<file path="src/pli_pkg.sv">
// package for the positional list block: word types, status codes, cell control
// no dependencies
package pli_pkg;

  localparam int CNT_W = 7;
  localparam int IDX_W = 6;
  localparam int VAL_W = 32;

  typedef enum logic [1:0] {
    ACT_INSERT = 2'd0,
    ACT_DELETE = 2'd1,
    ACT_READ   = 2'd2,
    ACT_NONE   = 2'd3
  } action_t;

  typedef enum logic [1:0] {
    ST_OK     = 2'd0,
    ST_FULL   = 2'd1,
    ST_EMPTY  = 2'd2,
    ST_BADPOS = 2'd3
  } status_t;

  typedef struct packed {
    logic [1:0]             action;
    logic [CNT_W-1:0]       position;
    logic signed [VAL_W-1:0] item_value;
  } in_word_t;

  typedef struct packed {
    logic [1:0]              status;
    logic signed [VAL_W-1:0] entry_value;
    logic [IDX_W-1:0]        entry_index;
    logic [CNT_W-1:0]        entry_count;
    logic                    last;
  } out_word_t;

  typedef enum logic [1:0] {
    CELL_HOLD   = 2'd0,
    CELL_INSERT = 2'd1,
    CELL_DELETE = 2'd2,
    CELL_ROTATE = 2'd3
  } cell_op_t;

  // broadcast to every cell of the chain
  typedef struct packed {
    cell_op_t                op;
    logic [CNT_W-1:0]        slot;      // 0-based insert/delete slot
    logic [CNT_W-1:0]        tail;      // index of last held entry
    logic signed [VAL_W-1:0] new_value;
  } cell_ctl_t;

endpackage

</file>
<file path="src/pli_cell.sv">
// one entry of the list chain: holds a value, loads from a neighbor on shifts
// depends on pli_pkg
module pli_cell (
  input  logic                            clk,
  input  pli_pkg::cell_ctl_t              ctl,
  input  logic [pli_pkg::CNT_W-1:0]       cell_idx,
  input  logic signed [pli_pkg::VAL_W-1:0] left_val,
  input  logic signed [pli_pkg::VAL_W-1:0] right_val,
  input  logic signed [pli_pkg::VAL_W-1:0] head_val,
  output logic signed [pli_pkg::VAL_W-1:0] value
);

  logic signed [pli_pkg::VAL_W-1:0] value_r;
  logic signed [pli_pkg::VAL_W-1:0] value_nxt;

  always_comb begin
    value_nxt = value_r;
    unique case (ctl.op)
      pli_pkg::CELL_INSERT: begin
        if (cell_idx == ctl.slot) begin
          value_nxt = ctl.new_value;
        end else if (cell_idx > ctl.slot) begin
          value_nxt = left_val;
        end
      end
      pli_pkg::CELL_DELETE: begin
        if (cell_idx >= ctl.slot) begin
          value_nxt = right_val;
        end
      end
      // circular shift within the held entries, head wraps to the tail
      pli_pkg::CELL_ROTATE: begin
        if (cell_idx == ctl.tail) begin
          value_nxt = head_val;
        end else if (cell_idx < ctl.tail) begin
          value_nxt = right_val;
        end
      end
      default: value_nxt = value_r;
    endcase
  end

  always_ff @(posedge clk) begin
    value_r <= value_nxt;
  end

  assign value = value_r;

endmodule

</file>
<file path="config.mk">
export PLATFORM = sky130hd
export DESIGN_NAME = pli_cell
export DESIGN_NICKNAME = d
export VERILOG_FILES = /design/src/pli_pkg.sv /design/src/pli_cell.sv
export SDC_FILE = /design/constraint.sdc
export NUM_CORES = 1
export LEC_CHECK = 0
export BUFFER_PORTS_ARGS = -buffer_cell sky130_fd_sc_hd__buf_4
export CORE_UTILIZATION = 41
export DETAILED_ROUTE_END_ITERATION = 8
export GPL_TIMING_DRIVEN = 1
export PLACE_DENSITY = 0.87
export RECOVER_POWER = 50
export SLEW_MARGIN = 20
export SYNTH_ARGS = -nofsm -noshare
export SYNTH_HDL_FRONTEND = slang
export SYNTH_SLANG_ARGS = --single-unit
</file>
<file path="constraint.sdc">
create_clock -name clk -period 4.65 [get_ports clk]
set_clock_uncertainty 0.2 [all_clocks]
set_input_delay 0.93 -clock clk [delete_from_list [all_inputs] [get_ports clk]]
set_output_delay 0.93 -clock clk [all_outputs]
set_load 0.005 [all_outputs]
</file>
==> flow_summary.json <==
{
  "outcome": "complete, but fails checks",
  "violations": "max-capacitance violations, max-slew violations",
  "instances_no_fill": 477,
  "grt_antenna_before_repair": 0,
  "port_buffers": 183,
  "synth_ff_type": "edfxtp_1",
  "setup_viol": 0,
  "routedWlPerCell_um": 14.2,
  "arrival_ps": 3380,
  "grt_remaining_overflow": 0,
  "diodes": 0,
  "rsz0062_at_grt": "false",
  "cp.required_ps": 4440,
  "grt_first_pass_wirelength_um": 10300,
  "place_congestion": 0.802,
  "grt_max_degree": 68,
  "grt_pass1_vias": 2401,
  "drive_gt1_share_pct": 45.4,
  "syn_area_per_cell_um2": 10.6,
  "dpl_cell_area_um2": 3780,
  "placed_cells_incl_taps": 469,
  "ys_ff_latch": 32,
  "drt-vias-per-instance": 4.98,
  "first_pass_iters": 4,
  "critPathLaunchType": "input port",
  "synth_fp_nets": 393,
  "hpwlAfterDp_um": 5310,
  "design_area_um2": 3840,
  "vdd_ir_drop_max_mv": 0.177,
  "pin_count": 184,
  "die-area_um2": 6190,
  "synthesis.area_um2": 2410,
  "drt-total-wl_um": 6760,
  "drv_cap": 1,
  "cts_num_sinks": 32,
  "setup_tns_ps": 0,
  "drt_iter0_drc": 72,
  "die_y_um": 78.7,
  "drc": 0,
  "worstSetupEndpointType": "register",
  "finish.net_count": 570,
  "p_leak_uw": 0.00198,
  "cts-root-buf": "clkbuf_8",
  "powerDensity_nw_per_um2": 236,
  "cp_max_fo": 32,
  "met1Wirelength_um": 2360,
  "routed.top_layer": "met4",
  "synthToLayoutAreaGrowth_pct": 59.5,
  "ys_async_sr_fraction_pct": 0,
  "yosys_warnings": 0,
  "synth_edf_count": 32,
  "cts.clk_slew.worst_paths_ps": 70,
  "cts_hold_buffers": 0,
  "met3_length_um": 605,
  "htreeDepth": 2,
  "largest_reg_flops": 32,
  "cts_resized": 0,
  "holdWs_ps": 829,
  "wl_met2_um": 3640,
  "cts_buffers": 5,
  "ctsLongestPathBuffers": 2,
  "fin_crit_sh_pct": 77.2,
  "start_util_pct": 43.2,
  "cts_tree": "built",
  "ant_nets": 0,
  "crit_type": "input port to register",
  "tightest_slew_ps": 1710,
  "syn_inst": 227,
  "clock.fmax_ghz": 0.279,
  "slew_viol_final": 33,
  "die_width_um": 78.7,
  "core_um2": 5570,
  "post_cts_buffers": 0,
  "rows": 27,
  "hold_violations": 0,
  "seq_area_frac_synth_pct": 39.9,
  "hold_class": "input port to register",
  "slew_headroom_pct": -14.3,
  "gr-usage-all-layers_pct": 21.5,
  "ys_types": 27,
  "period_needed_ps": 3590,
  "vias": 2377
}
## critical path, cell delays in order
cell and delay [ps]:
clkbuf_4 100, inv_1 40, ha_1 340, nand3_1 110, nor2_2 1300, mux2_1 400
nor2_1 90, a21oi_1 60
## layout by cell type, fill, tap and decap left out, drive strengths merged
| cell type | n |
|---|---|
| and3 | 1 |
| a31oi | 1 |
| o32ai | 1 |
| nor2 | 36 |
| buf | 150 |
| a21oi | 36 |
| nand4 | 4 |
| bufinv | 1 |
| nand3b | 1 |
| clkbuf | 39 |
| ha | 14 |
| clkinv | 1 |
| nand2 | 2 |
| nor3 | 1 |
| inv | 13 |
| mux2i | 32 |
| a211oi | 1 |
| a21o | 1 |
| nand3 | 3 |
| edfxtp | 32 |
| nand2b | 1 |
| mux2 | 32 |
| o21ai | 2 |
## final timing paths
path                      from                   to  slack, ps  cells after the start
setup / recovery       ctl[45]   value[7]$_DFFE_PP_       1060                      8
hold / removal    head_val[20]  value[20]$_DFFE_PP_        830                      3
## Yosys cell counts, types with 2 or more instances
cell type / n / area, µm²
a21oi_1: 36 / 180
buf_2: 3 / 15.0
buf_4: 4 / 30.0
buf_8: 3 / 45.0
clkbuf_1: 3 / 11.3
edfxtp_1: 32 / 961
ha_1: 14 / 175
inv_1: 13 / 48.8
mux2_1: 32 / 360
mux2i_1: 32 / 320
nand3_1: 2 / 10.0
nand4_1: 4 / 25.0
nor2_1: 35 / 131
## report_power, final
group,internal (µW),switching (µW)
Combinational,158,104
Clock,159,99.4
Sequential,375,12.0
## per-layer routing
| layer | global-route usage (%) | vias up |
|---|---|---|
| li1 | - | 1184 |
| met1 | 20.5 | 1063 |
| met2 | 41.8 | 116 |
| met3 | 6.51 | 14 |
| met4 | 8.70 | 0 |
| met5 | 0 | - |
## cell families after synthesis
logic type                 after synthesis  share of synthesized area [%]
AOI/OAI and AO/OA                       42                           9.14
adders and majority gates               14                           7.27
buffers and inverters                   26                           6.23
DFF                                     32                           39.9
muxes                                   64                           28.2
and+or+nand+nor                         49                           9.24
## cell type report
cell class,instances,area [µm²]
fill,457,1730
timing repair buffer,183,1340
multi-input combinational,169,1300
sequential,32,961
tap,72,90.1
clock buffer,6,72.6
inverter,13,48.8
clock inverter,2,35.0
## stage by stage
step	util [%]	power [µW]	setup slack (ps)
global route	69.0	953	831
global placement	67.8	663	1360
finish	69.0	907	1060
CTS	69.7	930	1570
floorplan	-	485	911
detailed placement	67.8	673	1260
Note: power is estimated with default switching activity, not from simulation.
